## config.mk

```make
export PLATFORM = sky130hd
export DESIGN_NAME = msp_frame_receiver
export DESIGN_NICKNAME = d
export VERILOG_FILES = /design/src/design/msp_rx_pkg.sv /design/src/design/msp_frame_receiver.sv /design/src/design/msp_rx_parser.sv /design/src/design/msp_rx_queue.sv /design/src/design/msp_rx_player.sv
export VERILOG_INCLUDE_DIRS = /design/src /design/src/design
export SDC_FILE = /design/constraint.sdc
export NUM_CORES = 1
export LEC_CHECK = 0
export BUFFER_PORTS_ARGS = -buffer_cell sky130_fd_sc_hd__buf_2
export CORE_ASPECT_RATIO = 1.2
export CORE_MARGIN = 2
export CORE_UTILIZATION = 45
export DETAILED_ROUTE_END_ITERATION = 12
export HOLD_SLACK_MARGIN = 0.12
export PLACE_DENSITY = 0.64
export SLEW_MARGIN = 40
export SYNTH_ARGS = -nofsm -noshare
export SYNTH_HDL_FRONTEND = slang
export SYNTH_SLANG_ARGS = --single-unit
```

## constraint.sdc

```tcl
create_clock -name clock -period 7.2 [get_ports clock]
set_input_delay 1.44 -clock clock [delete_from_list [all_inputs] [get_ports clock]]
set_output_delay 1.44 -clock clock [all_outputs]
set_load 0.02 [all_outputs]
```

## src/design/msp_frame_receiver_macros.svh

```systemverilog
// Assertion macros for the frame receiver
`ifndef MSP_FRAME_RECEIVER_MACROS_SVH
`define MSP_FRAME_RECEIVER_MACROS_SVH

`ifndef SYNTHESIS

// same-cycle implication
`define MSP_ASSERT_IMP(label, clk, rst, ante, cons) \
   label: assert property (@(posedge clk) disable iff (rst) (ante) |-> (cons)) \
      else $error("msp_frame_receiver: check failed");

// next-cycle implication
`define MSP_ASSERT_NEXT(label, clk, rst, ante, cons) \
   label: assert property (@(posedge clk) disable iff (rst) (ante) |=> (cons)) \
      else $error("msp_frame_receiver: check failed");

`else

`define MSP_ASSERT_IMP(label, clk, rst, ante, cons)
`define MSP_ASSERT_NEXT(label, clk, rst, ante, cons)

`endif

`endif

```

## src/design/msp_rx_pkg.sv

```systemverilog
package msp_rx_pkg;

   // header bytes
   localparam logic [7:0] SYNC_DOLLAR = 8'h24;
   localparam logic [7:0] SYNC_M      = 8'h4D;
   localparam logic [7:0] SYNC_ARROW  = 8'h3E;

   // field widths
   localparam int BYTE_W       = 8;
   localparam int SIZE_W       = 7;
   localparam int BYTE_INDEX_W = 6;

   // frame queue: one payload bank per slot
   localparam int QUEUE_DEPTH = 2;
   localparam int QPTR_W      = 1;
   localparam int QCNT_W      = 2;

   typedef enum logic [2:0] {
      PS_IDLE,
      PS_DOLLAR,
      PS_M,
      PS_ARROW,
      PS_SIZE,
      PS_BODY
   } parse_state_type;

   typedef enum logic {
      PL_IDLE,
      PL_RUN
   } play_state_type;

   // frame descriptor handed from parser to playout
   typedef struct packed {
      logic [BYTE_W-1:0] command;
      logic [SIZE_W-1:0] length;
   } frame_desc_type;

   // queue status seen by both sides
   typedef struct packed {
      logic              full;
      logic              empty;
      logic [QPTR_W-1:0] wr_ptr;
      logic [QPTR_W-1:0] rd_ptr;
   } queue_status_type;

   // payload store write port
   typedef struct packed {
      logic                    en;
      logic [QPTR_W-1:0]       bank;
      logic [BYTE_INDEX_W-1:0] index;
      logic [BYTE_W-1:0]       data;
   } store_write_type;

endpackage

```

## src/design/msp_frame_receiver.sv

```systemverilog
// Frame receiver: takes one received byte per word and finds frames of the form
// '$' 'M' '>' size command payload checksum. The parser takes a byte every cycle
// unless req_stall holds it. Good frames are queued (two deep, each with its own
// payload bank) and played out one word per payload byte, or a single word with
// has_payload low for an empty frame; each frame is read out of the payload store
// through its single read port. Payload and checksum bytes are held back with
// req_stall only while both banks hold frames still waiting for playout. Frames
// with a bad checksum or a size above BUFFER_DEPTH give no words.
`include "msp_frame_receiver_macros.svh"

module msp_frame_receiver #(
   parameter int BUFFER_DEPTH = 64
) (
   input  logic       clock,
   input  logic       reset,
   input  logic       req_valid,
   output logic       req_stall,
   input  logic [7:0] req_rx_byte,
   output logic       rsp_valid,
   input  logic       rsp_stall,
   output logic [7:0] rsp_command,
   output logic [6:0] rsp_payload_size,
   output logic [5:0] rsp_byte_index,
   output logic [7:0] rsp_payload_byte,
   output logic       rsp_has_payload,
   output logic       rsp_last
);
   import msp_rx_pkg::*;

   queue_status_type q_status;
   frame_desc_type   push_desc;
   frame_desc_type   head;
   store_write_type  wr;
   logic             push;
   logic             pop;

   // front: header hunt, checksum, payload capture
   msp_rx_parser #(
      .BUFFER_DEPTH(BUFFER_DEPTH)
   ) u_parser (
      .clock       (clock),
      .reset       (reset),
      .req_valid   (req_valid),
      .req_rx_byte (req_rx_byte),
      .req_stall   (req_stall),
      .q_status    (q_status),
      .push        (push),
      .push_desc   (push_desc),
      .wr          (wr)
   );

   // good frames waiting for playout
   msp_rx_queue u_queue (
      .clock     (clock),
      .reset     (reset),
      .push      (push),
      .push_desc (push_desc),
      .pop       (pop),
      .head      (head),
      .status    (q_status)
   );

   // back: payload store and playout
   msp_rx_player #(
      .BUFFER_DEPTH(BUFFER_DEPTH)
   ) u_player (
      .clock            (clock),
      .reset            (reset),
      .wr               (wr),
      .q_status         (q_status),
      .head             (head),
      .pop              (pop),
      .rsp_valid        (rsp_valid),
      .rsp_stall        (rsp_stall),
      .rsp_command      (rsp_command),
      .rsp_payload_size (rsp_payload_size),
      .rsp_byte_index   (rsp_byte_index),
      .rsp_payload_byte (rsp_payload_byte),
      .rsp_has_payload  (rsp_has_payload),
      .rsp_last         (rsp_last)
   );

   // checks
   `MSP_ASSERT_IMP(a_stall_only_when_full, clock, reset, req_stall, q_status.full)
   `MSP_ASSERT_IMP(a_no_write_to_busy_bank, clock, reset, wr.en, !q_status.full)
   `MSP_ASSERT_IMP(a_empty_frame_word, clock, reset, rsp_valid && !rsp_has_payload, rsp_last && (rsp_payload_size == '0))
   `MSP_ASSERT_IMP(a_index_in_frame, clock, reset, rsp_valid && rsp_has_payload, {1'b0, rsp_byte_index} < rsp_payload_size)

endmodule

```

## src/design/msp_rx_parser.sv

```systemverilog
module msp_rx_parser #(
   parameter int BUFFER_DEPTH = 64
) (
   input  logic                          clock,
   input  logic                          reset,
   input  logic                          req_valid,
   input  logic [7:0]                    req_rx_byte,
   output logic                          req_stall,
   input  msp_rx_pkg::queue_status_type  q_status,
   output logic                          push,
   output msp_rx_pkg::frame_desc_type    push_desc,
   output msp_rx_pkg::store_write_type   wr
);
   import msp_rx_pkg::*;

   localparam logic [BYTE_W-1:0] DEPTH_LIMIT = BYTE_W'(BUFFER_DEPTH);

   parse_state_type   state_ff, state_in;
   logic [SIZE_W-1:0] length_ff, length_in;
   logic [BYTE_W-1:0] command_ff, command_in;
   logic [BYTE_W-1:0] xor_ff, xor_in;
   logic [SIZE_W-1:0] fill_ff, fill_in;
   logic [BYTE_W-1:0] xor_next;
   logic              accept;

   // state registers
   always_ff @(posedge clock) begin
      if (reset) begin
         state_ff   <= PS_IDLE;
         length_ff  <= '0;
         command_ff <= '0;
         xor_ff     <= '0;
         fill_ff    <= '0;
      end else begin
         state_ff   <= state_in;
         length_ff  <= length_in;
         command_ff <= command_in;
         xor_ff     <= xor_in;
         fill_ff    <= fill_in;
      end
   end

   // body words wait while both banks hold frames for playout
   assign req_stall = (state_ff == PS_BODY) && q_status.full;
   assign accept    = req_valid && !req_stall;
   assign xor_next  = xor_ff ^ req_rx_byte;
   assign push_desc = '{command: command_ff, length: length_ff};

   // next state and store writes
   always_comb begin
      state_in   = state_ff;
      length_in  = length_ff;
      command_in = command_ff;
      xor_in     = xor_ff;
      fill_in    = fill_ff;
      push       = 1'b0;
      wr.en      = 1'b0;
      wr.bank    = q_status.wr_ptr;
      wr.index   = fill_ff[BYTE_INDEX_W-1:0];
      wr.data    = req_rx_byte;
      if (accept) begin
         case (state_ff)
            PS_DOLLAR: begin
               state_in = (req_rx_byte == SYNC_M) ? PS_M : PS_IDLE;
            end
            PS_M: begin
               state_in = (req_rx_byte == SYNC_ARROW) ? PS_ARROW : PS_IDLE;
            end
            PS_ARROW: begin
               if (req_rx_byte > DEPTH_LIMIT) begin
                  state_in = PS_IDLE;
               end else begin
                  length_in = req_rx_byte[SIZE_W-1:0];
                  xor_in    = req_rx_byte;
                  state_in  = PS_SIZE;
               end
            end
            PS_SIZE: begin
               command_in = req_rx_byte;
               xor_in     = xor_next;
               fill_in    = '0;
               state_in   = PS_BODY;
            end
            PS_BODY: begin
               xor_in = xor_next;
               if (fill_ff >= length_ff) begin
                  // checksum word: hand over good frames only
                  push     = (xor_next == '0);
                  state_in = PS_IDLE;
               end else begin
                  wr.en   = 1'b1;
                  fill_in = fill_ff + SIZE_W'(1);
               end
            end
            default: begin
               state_in = (req_rx_byte == SYNC_DOLLAR) ? PS_DOLLAR : PS_IDLE;
            end
         endcase
      end
   end

endmodule

```

## src/design/msp_rx_queue.sv

```systemverilog
module msp_rx_queue (
   input  logic                          clock,
   input  logic                          reset,
   input  logic                          push,
   input  msp_rx_pkg::frame_desc_type    push_desc,
   input  logic                          pop,
   output msp_rx_pkg::frame_desc_type    head,
   output msp_rx_pkg::queue_status_type  status
);
   import msp_rx_pkg::*;

   frame_desc_type    slot_ff [QUEUE_DEPTH];
   logic [QPTR_W-1:0] wr_ptr_ff, rd_ptr_ff;
   logic [QCNT_W-1:0] count_ff, count_in;

   // occupancy
   always_comb begin
      count_in = count_ff;
      if (push && !pop) begin
         count_in = count_ff + QCNT_W'(1);
      end else if (pop && !push) begin
         count_in = count_ff - QCNT_W'(1);
      end
   end

   // pointers
   always_ff @(posedge clock) begin
      if (reset) begin
         wr_ptr_ff <= '0;
         rd_ptr_ff <= '0;
         count_ff  <= '0;
      end else begin
         if (push) begin
            wr_ptr_ff <= wr_ptr_ff + QPTR_W'(1);
         end
         if (pop) begin
            rd_ptr_ff <= rd_ptr_ff + QPTR_W'(1);
         end
         count_ff <= count_in;
      end
   end

   // descriptor slots
   always_ff @(posedge clock) begin
      if (push) begin
         slot_ff[wr_ptr_ff] <= push_desc;
      end
   end

   assign head          = slot_ff[rd_ptr_ff];
   assign status.full   = (count_ff == QCNT_W'(QUEUE_DEPTH));
   assign status.empty  = (count_ff == '0);
   assign status.wr_ptr = wr_ptr_ff;
   assign status.rd_ptr = rd_ptr_ff;

endmodule

```

## src/design/msp_rx_player.sv

```systemverilog
module msp_rx_player #(
   parameter int BUFFER_DEPTH = 64
) (
   input  logic                          clock,
   input  logic                          reset,
   input  msp_rx_pkg::store_write_type   wr,
   input  msp_rx_pkg::queue_status_type  q_status,
   input  msp_rx_pkg::frame_desc_type    head,
   output logic                          pop,
   output logic                          rsp_valid,
   input  logic                          rsp_stall,
   output logic [7:0]                    rsp_command,
   output logic [6:0]                    rsp_payload_size,
   output logic [5:0]                    rsp_byte_index,
   output logic [7:0]                    rsp_payload_byte,
   output logic                          rsp_has_payload,
   output logic                          rsp_last
);
   import msp_rx_pkg::*;

   localparam int IDX_W     = (BUFFER_DEPTH > 1) ? $clog2(BUFFER_DEPTH) : 1;
   localparam int MEM_DEPTH = 2 ** (QPTR_W + IDX_W);

   logic [BYTE_W-1:0] store_mem [MEM_DEPTH];

   play_state_type          state_ff, state_in;
   logic [IDX_W-1:0]        idx_ff, idx_in;
   logic                    rsp_valid_ff, rsp_valid_in;
   logic [BYTE_W-1:0]       command_ff;
   logic [SIZE_W-1:0]       size_ff;
   logic [BYTE_INDEX_W-1:0] index_ff;
   logic [BYTE_W-1:0]       byte_ff;
   logic                    has_ff;
   logic                    last_ff;
   logic                    out_free;
   logic                    load;
   logic                    is_empty;
   logic                    is_last;

   // payload store, two banks
   always_ff @(posedge clock) begin
      if (wr.en) begin
         store_mem[{wr.bank, wr.index[IDX_W-1:0]}] <= wr.data;
      end
   end

   assign out_free = !rsp_valid_ff || !rsp_stall;
   assign load     = (state_ff == PL_RUN) && out_free;
   assign is_empty = (head.length == '0);
   assign is_last  = is_empty || ((SIZE_W'(idx_ff) + SIZE_W'(1)) == head.length);
   assign pop      = load && is_last;

   // playout sequencer
   always_comb begin
      state_in     = state_ff;
      idx_in       = idx_ff;
      rsp_valid_in = load || (rsp_valid_ff && rsp_stall);
      case (state_ff)
         PL_IDLE: begin
            if (!q_status.empty) begin
               state_in = PL_RUN;
               idx_in   = '0;
            end
         end
         PL_RUN: begin
            if (load) begin
               idx_in = idx_ff + IDX_W'(1);
               if (is_last) begin
                  state_in = PL_IDLE;
               end
            end
         end
         default: begin
            state_in = PL_IDLE;
         end
      endcase
   end

   always_ff @(posedge clock) begin
      if (reset) begin
         state_ff     <= PL_IDLE;
         idx_ff       <= '0;
         rsp_valid_ff <= 1'b0;
      end else begin
         state_ff     <= state_in;
         idx_ff       <= idx_in;
         rsp_valid_ff <= rsp_valid_in;
      end
   end

   // output word, store read lands here
   always_ff @(posedge clock) begin
      if (load) begin
         command_ff <= head.command;
         size_ff    <= head.length;
         index_ff   <= BYTE_INDEX_W'(idx_ff);
         byte_ff    <= is_empty ? '0 : store_mem[{q_status.rd_ptr, idx_ff}];
         has_ff     <= !is_empty;
         last_ff    <= is_last;
      end
   end

   assign rsp_valid        = rsp_valid_ff;
   assign rsp_command      = command_ff;
   assign rsp_payload_size = size_ff;
   assign rsp_byte_index   = index_ff;
   assign rsp_payload_byte = byte_ff;
   assign rsp_has_payload  = has_ff;
   assign rsp_last         = last_ff;

endmodule

```

Word level (Yosys, flattened, before mapping)
Memories as Yosys holds them, arrays and structs flattened. A register that Yosys moved wholly into a read port is not among the register bits.
Index checks and enable logic that the tools add are counted.
{"block": "op_classes", "n_bitwise": 3, "mux": 31, "n_eq_ne": 15, "addsub": 7, "n_reduce_logical": 29, "magnitude_cmp": 2}
{"op": "$eq A8 B6 Y1 const B", "count": 2}
{"op": "$mux W1", "count": 16}
{"op": "$pmux W8 S2", "count": 1}
{"op": "$pmux W3 S5", "count": 1}
{"op": "$pmux W7 S2", "count": 1}
{"op": "$mux W6", "count": 2}
{"op": "$pmux W6 S2", "count": 1}
{"op": "$ne A2 B2 Y1 const B", "count": 5}
{"op": "$reduce_and A3 Y1", "count": 3}
{"op": "$eq A8 B7 Y1 const B", "count": 1}
{"op": "$gt A8 B7 Y1 const B", "count": 1}
{"op": "$logic_not A8 Y1", "count": 1}
{"op": "$mux W2", "count": 4}
{"op": "$mux W8", "count": 1}
{"op": "$xor A8 B8 Y8", "count": 1}
{"op": "$add A6 B1 Y7 const B", "count": 1}
{"op": "$add A7 B1 Y7 const B", "count": 1}
{"op": "$eq A7 B7 Y1", "count": 1}
{"op": "$ge A7 B7 Y1", "count": 1}
{"op": "$logic_and A1 B1 Y1", "count": 7}
{"op": "$logic_not A7 Y1", "count": 1}
{"op": "$mux W7", "count": 1}
{"op": "$add A6 B1 Y6 const B", "count": 1}
{"op": "$eq A3 B2 Y1 const B", "count": 2}
{"op": "other kinds (15)", "count": 30}
{"block": "word_totals", "elab_cells": 105, "input_bits": 12, "regBits": 68, "output_inout_bits": 33, "ramBits": 1054, "mem_count": 2}
{"memory": "u_player.store_mem", "depth": 128, "width": 8, "rd": 1, "rd_clocked_by_memory_dff": 1, "write_ports": 1, "line": "msp_rx_player.sv:24", "rtl": "logic [BYTE_W-1:0] store_mem [MEM_DEPTH];"}
{"memory": "u_queue.slot_ff", "depth": 2, "width": 15, "rd": 1, "rd_clocked_by_memory_dff": 1, "write_ports": 1, "line": "msp_rx_queue.sv:12", "rtl": "frame_desc_type slot_ff [QUEUE_DEPTH];"}

Logic depth before layout (Yosys ltp)
{"block": "logic_depth", "depth_word": 9, "depth_mapped": 12, "ltp_nobuf": 11}

Modules after synthesis
A second synthesis with hierarchy kept.
{"block": "unflattened", "hier_cells": 2535, "hier_area_um2": 45087.0}
{"mod": "msp_rx_player", "cells_each": 2210, "seq_area_each_um2": 31840.5, "area_each_um2": 41584.9, "instances": 1}
{"mod": "msp_rx_parser", "cells_each": 254, "seq_area_each_um2": 660.6, "area_each_um2": 2197.1, "instances": 1}
{"mod": "msp_rx_queue", "cells_each": 71, "seq_area_each_um2": 1001.0, "area_each_um2": 1305.0, "instances": 1}

Worst setup path after synthesis
OpenSTA, ideal clock, no wires.
{"block": "synth_path", "path_type": "input port to flip-flop", "startpoint": "in rsp_stall", "endpoint": "reg u_queue.count_ff[1]", "required_ns": 7.130, "arrival_ns": 3.287, "cell_stages": 7, "path_buffers": 0, "setup_time_ns": 0.070, "slack_ns": 3.842, "path_cell_list": "nand2_1 > nand2_1 > inv_1 > nand2_1 > ha_1 > or3_1 > a21oi_1"}
{"block": "synth_via", "elab_chain_cells": 7, "elab_cells_between_ends": 9, "classes_between": "mux (1); reduce/logical (8)"}
{"element": "start, declared", "line": "msp_frame_receiver.sv:20", "rtl": "input logic rsp_stall,"}
{"element": "$logic_not A1 Y1 *", "line": "msp_rx_player.sv:47", "rtl": "assign out_free = !rsp_valid_ff || !rsp_stall;"}
{"element": "$logic_or A1 B1 Y1 *", "line": "msp_rx_player.sv:47"}
{"element": "$logic_and A1 B1 Y1 *", "line": "msp_rx_player.sv:48", "rtl": "assign load = (state_ff == PL_RUN) && out_free;"}
{"element": "net u_player.load", "line": "msp_rx_player.sv:36", "rtl": "logic load;"}
{"element": "$logic_and A1 B1 Y1 *", "line": "msp_rx_player.sv:51", "rtl": "assign pop = load && is_last;"}
{"element": "$logic_not A1 Y1", "line": "msp_rx_queue.sv:19", "rtl": "if (push && !pop) begin"}
{"element": "$logic_and A1 B1 Y1", "line": "msp_rx_queue.sv:19"}
{"element": "$mux W2 / $reduce_bool A2 Y1 (equally long branches)"}
{"element": "end signal, assigned", "line": "msp_rx_queue.sv:39", "rtl": "count_ff <= count_in;"}
{"element": "end, declared", "line": "msp_rx_queue.sv:14", "rtl": "logic [QCNT_W-1:0] count_ff, count_in;"}
The timed path passes the listed nets; every way through them passes the cells marked *.
A chain may end at the register's enable or synchronous reset.

==> summary.md <==
* finished, final reports clean — run status
* u_player.idx_ff[0] — Worst setup startpoint
* 1085 — number of flops mapped to enable cells by yosys
* 45.3% — starting density of the core
* 23500 — total number of vias
* 56200 um — amount of wire on met2 after detailed routing
* 0 — Slew Viols, Final
* 1.4% — combinational cell fraction of total power
* 41 — Crit Path Max Fanout
* 102000 sq um — Die Area
* 44.1% — clock share of power
* 265 nW/um^2 — power density of the placed cells
* 3 — H-tree depth reported by CTS
* 0% — Async S/R FF share, synth
* 0 — Yosys warnings
* 98400 sq um — standard cell core area
* 108 — number of clock buffers inserted by TritonCTS
* 0.0331 ns — clock tree skew after final layout
* 6.01 — via density per instance
* 130 — pin count of the biggest net entering global routing
* flop — kind of end point of the critical path
* 0 — Ant. Diodes
* 0 — sum of overflow across all layers after global routing
* 75.1% — share of the yosys chip area belonging to registers
* sky130_fd_sc_hd__edfxtp_1 — top flip-flop cell by instance count after synthesis
* 19.7% — sw frac
* 44 — Port Buffers
* 0 — final hold viol count
* 41500 um — Routed met1 length
* 7360 um — routed length on met3
* 0 — antenna viol nets, final
* 2565 — number of nets in the layout
* 126 — total number of placement rows
* 0.862 ns — transition at the pin with the smallest max-transition slack
* 2499 — instance count of the mapped netlist
* 0 — count of hold-fix buffers inserted at cts
* 1131 — clock tree sinks
* 159000 um — wire length of the first global-routing pass
* 54.5% — Reg power frac
* 14.8 nW — leak pwr
* 235 uV — peak ir drop on the vdd network
* 27.9 um — Wirelength per Cell
* 50.8% — utilization of the core after routing
* 0 ns — Setup TNS Final
* 0 — number of post-CTS setup repair buffers
* 2691 — count of routing violations after the opening detailed-route iteration
* 3 — number of antenna violations at the first check in global routing
* 11.9% — area added between synthesis and finish
* 3 — CTS Buffer Depth
* 66900 um — HPWL after DPL
* 291 um — die span in x
* 0.254 GHz — maximum clock frequency
* 2521 — total nets after synthesis
* u_player.idx_ff[0] — worst flop-to-flop path startpoint
* 349 um — y dimension of the die
* 0.07 ns — Clock Pin Slew Worst Setup and Hold Paths
* 17.8 sq um — post-synthesis area per instance
* 3.27 ns — reg-to-reg setup timing slack
* 0 — final setup violation count
* false — RSZ-0062 raised after global routing
* 0 — number of max-cap violations
* 2.60 mW — switching power of the nets
* 42.3% — max_slew headroom
* 45 — Top Ports
* 21.3% — Tot GR Track Use
* 7.62 ns — data required time at the worst endpoint
* 0 — post-cts resize count
* u_parser.command_ff[1] — beginning of the worst hold path
* met5 — highest signal layer in the routed design
* flop to flop — Hold Path Class
* 60 — Distinct cells, synth
* done — CTS tree
* 109000 um — total wire length after detailed routing
* 0.857 — placer's final routability congestion estimate
* 10.6 mW — P_int
* 4.35 ns — Crit path arrival time
* 23600 — via count of the first global-routing pass
* 17.3% — share of final-layout standard cells stronger than drive strength 1
* 54.6% — final worst-path cycle share
* 3.93 ns — Final Critical Period
* 6 — Detailed Routing Iterations Pass 1
* 1131 — #FFs+latches synth
* sky130_fd_sc_hd__clkbuf_16 — CTS Root Buffer Type
* flop — Critical Path Start Type
* flop to flop — critical setup path kind
* 0.69 ns — clock insertion delay at the later pin of the skew report
* 0 — post-detailed-route DRC marker count
* 44600 sq um — Synth Cell Area
-- cell usage in the layout, fill, tap and decap left out, types with 13 or more instances in the layout --
cell type / count
sky130_fd_sc_hd__o31ai_1: 16
sky130_fd_sc_hd__a22oi_1: 128
sky130_fd_sc_hd__o21ai_0: 17
sky130_fd_sc_hd__mux4_2: 156
sky130_fd_sc_hd__clkinv_2: 21
sky130_fd_sc_hd__inv_1: 25
sky130_fd_sc_hd__buf_4: 37
sky130_fd_sc_hd__clkbuf_1: 15
sky130_fd_sc_hd__nor2_1: 159
sky130_fd_sc_hd__bufinv_16: 18
sky130_fd_sc_hd__edfxtp_1: 1085
sky130_fd_sc_hd__and2_1: 13
sky130_fd_sc_hd__xnor2_1: 13
sky130_fd_sc_hd__dfxtp_1: 41
sky130_fd_sc_hd__nand4_1: 43
sky130_fd_sc_hd__clkbuf_16: 108
sky130_fd_sc_hd__nor3_1: 28
sky130_fd_sc_hd__mux2i_1: 209
sky130_fd_sc_hd__nor2_2: 14
sky130_fd_sc_hd__nand3_1: 122
sky130_fd_sc_hd__nand2_1: 88
sky130_fd_sc_hd__clkinv_1: 19
sky130_fd_sc_hd__a21oi_1: 59
sky130_fd_sc_hd__buf_2: 36
-- power by group through the flow --
stage	sequential (mW)	combinational [mW]	clock, mW
floorplan	7.34	0.0455	0
global placement	7.35	0.181	0
detailed placement	7.35	0.191	0
CTS	7.21	0.191	5.91
global route	7.20	0.203	6.15
finish	7.21	0.189	5.84
-- sequential cells by signal, indices dropped and copies added (netlist names), 2 cells and up, named ones only --
| register | count |
|---|---|
| u_player.rsp_payload_size | 7 |
| u_parser.state_ff | 3 |
| u_queue.count_ff | 2 |
| u_queue.slot_ff | 30 |
| u_player.idx_ff | 6 |
| u_parser.length_ff | 7 |
| u_parser.xor_ff | 8 |
| u_player.rsp_command | 8 |
| u_parser.fill_ff | 7 |
| u_player.rsp_byte_index | 6 |
| u_player.rsp_payload_byte | 8 |
| u_player.store_mem | 1024 |
| u_parser.command_ff | 8 |
-- per-stage QoR --
step	power (mW)	hold WS (ns)	setup slack (ns)	cells	instance area, sq um
global placement	7.53	0.432	3.02	3710	46100
floorplan	7.39	0.403	3.84	2499	44600
detailed placement	7.54	0.443	2.97	3711	46200
CTS	13.3	0.458	2.97	3910	49800
global route	13.6	0.465	2.93	3912	49900
finish	13.2	0.454	3.27	3912	49900
-- logic make-up (layout without fill, tap and decap cells) --
| group | count (synthesis) | after routing | share of synthesized area [%] |
|---|---|---|---|
| and+or+nand+nor | 534 | 534 | 5.76 |
| AOI/OAI and AO/OA | 251 | 251 | 3.82 |
| muxes | 376 | 376 | 12.8 |
| xor gates and xnor gates | 18 | 18 | 0.387 |
| adders and majority gates | 10 | 10 | 0.281 |
| buffers and inverters | 179 | 312 | 1.79 |
| DFF | 1131 | 1131 | 75.1 |
-- metal layers --
| layer | global-route usage [%] | vias up |
|---|---|---|
| li1 | - | 10100 |
| met1 | 27.0 | 12200 |
| met2 | 37.3 | 1031 |
| met3 | 2.71 | 202 |
| met4 | 8.51 | 2 |
| met5 | 0 | - |
-- Yosys cell counts, types with 6 or more instances --
cell type	number	area share, %
sky130_fd_sc_hd__or3_1	8	0.11
sky130_fd_sc_hd__xnor2_1	13	0.26
sky130_fd_sc_hd__buf_1	6	0.050
sky130_fd_sc_hd__a22oi_1	128	2.2
sky130_fd_sc_hd__and3_1	11	0.15
sky130_fd_sc_hd__dfxtp_1	46	2.1
sky130_fd_sc_hd__and2_1	14	0.20
sky130_fd_sc_hd__o21ai_0	17	0.19
sky130_fd_sc_hd__nor2b_1	8	0.11
sky130_fd_sc_hd__mux2i_1	209	4.7
sky130_fd_sc_hd__nand3_1	123	1.4
sky130_fd_sc_hd__nand2b_1	8	0.11
sky130_fd_sc_hd__a21oi_1	59	0.66
sky130_fd_sc_hd__a21o_1	6	0.10
sky130_fd_sc_hd__buf_2	62	0.70
sky130_fd_sc_hd__inv_1	26	0.22
sky130_fd_sc_hd__edfxtp_1	1085	73
sky130_fd_sc_hd__nor2_1	171	1.4
sky130_fd_sc_hd__o31ai_1	16	0.27
sky130_fd_sc_hd__ha_1	10	0.28
sky130_fd_sc_hd__clkbuf_1	76	0.64
sky130_fd_sc_hd__nor3_1	30	0.34
sky130_fd_sc_hd__nand4_1	43	0.60
sky130_fd_sc_hd__mux4_2	156	7.9
sky130_fd_sc_hd__nand2_1	88	0.74
sky130_fd_sc_hd__mux2_2	11	0.28
-- worst paths after layout --
path | to | cells past startpoint
min reg2reg | u_queue.slot_ff[0][8] | 0
min | u_queue.slot_ff[0][8] | 0
max reg2reg | u_player.rsp_payload_byte[1] | 7
max | u_player.rsp_payload_byte[1] | 7
-- final cells by class --
class	count	area, sq um
clock buffers	123	2760
clock inverters	76	882
fillers	7866	48400
inverters	26	100
multi-input cells	1189	10400
flip-flops and latches	1131	33500
well taps	1280	1600
repair buffers	87	676
-- critical path, cell delays in order (launching register included) --
cell                      delay [ns]
sky130_fd_sc_hd__dfxtp_4        0.87
sky130_fd_sc_hd__buf_6          0.55
sky130_fd_sc_hd__buf_4          0.70
sky130_fd_sc_hd__mux4_2         0.59
sky130_fd_sc_hd__a22oi_1        0.31
sky130_fd_sc_hd__nand4_1        0.23
sky130_fd_sc_hd__nor3_1         0.22
sky130_fd_sc_hd__a21oi_1        0.09
Power figures use the tool's default switching activity.
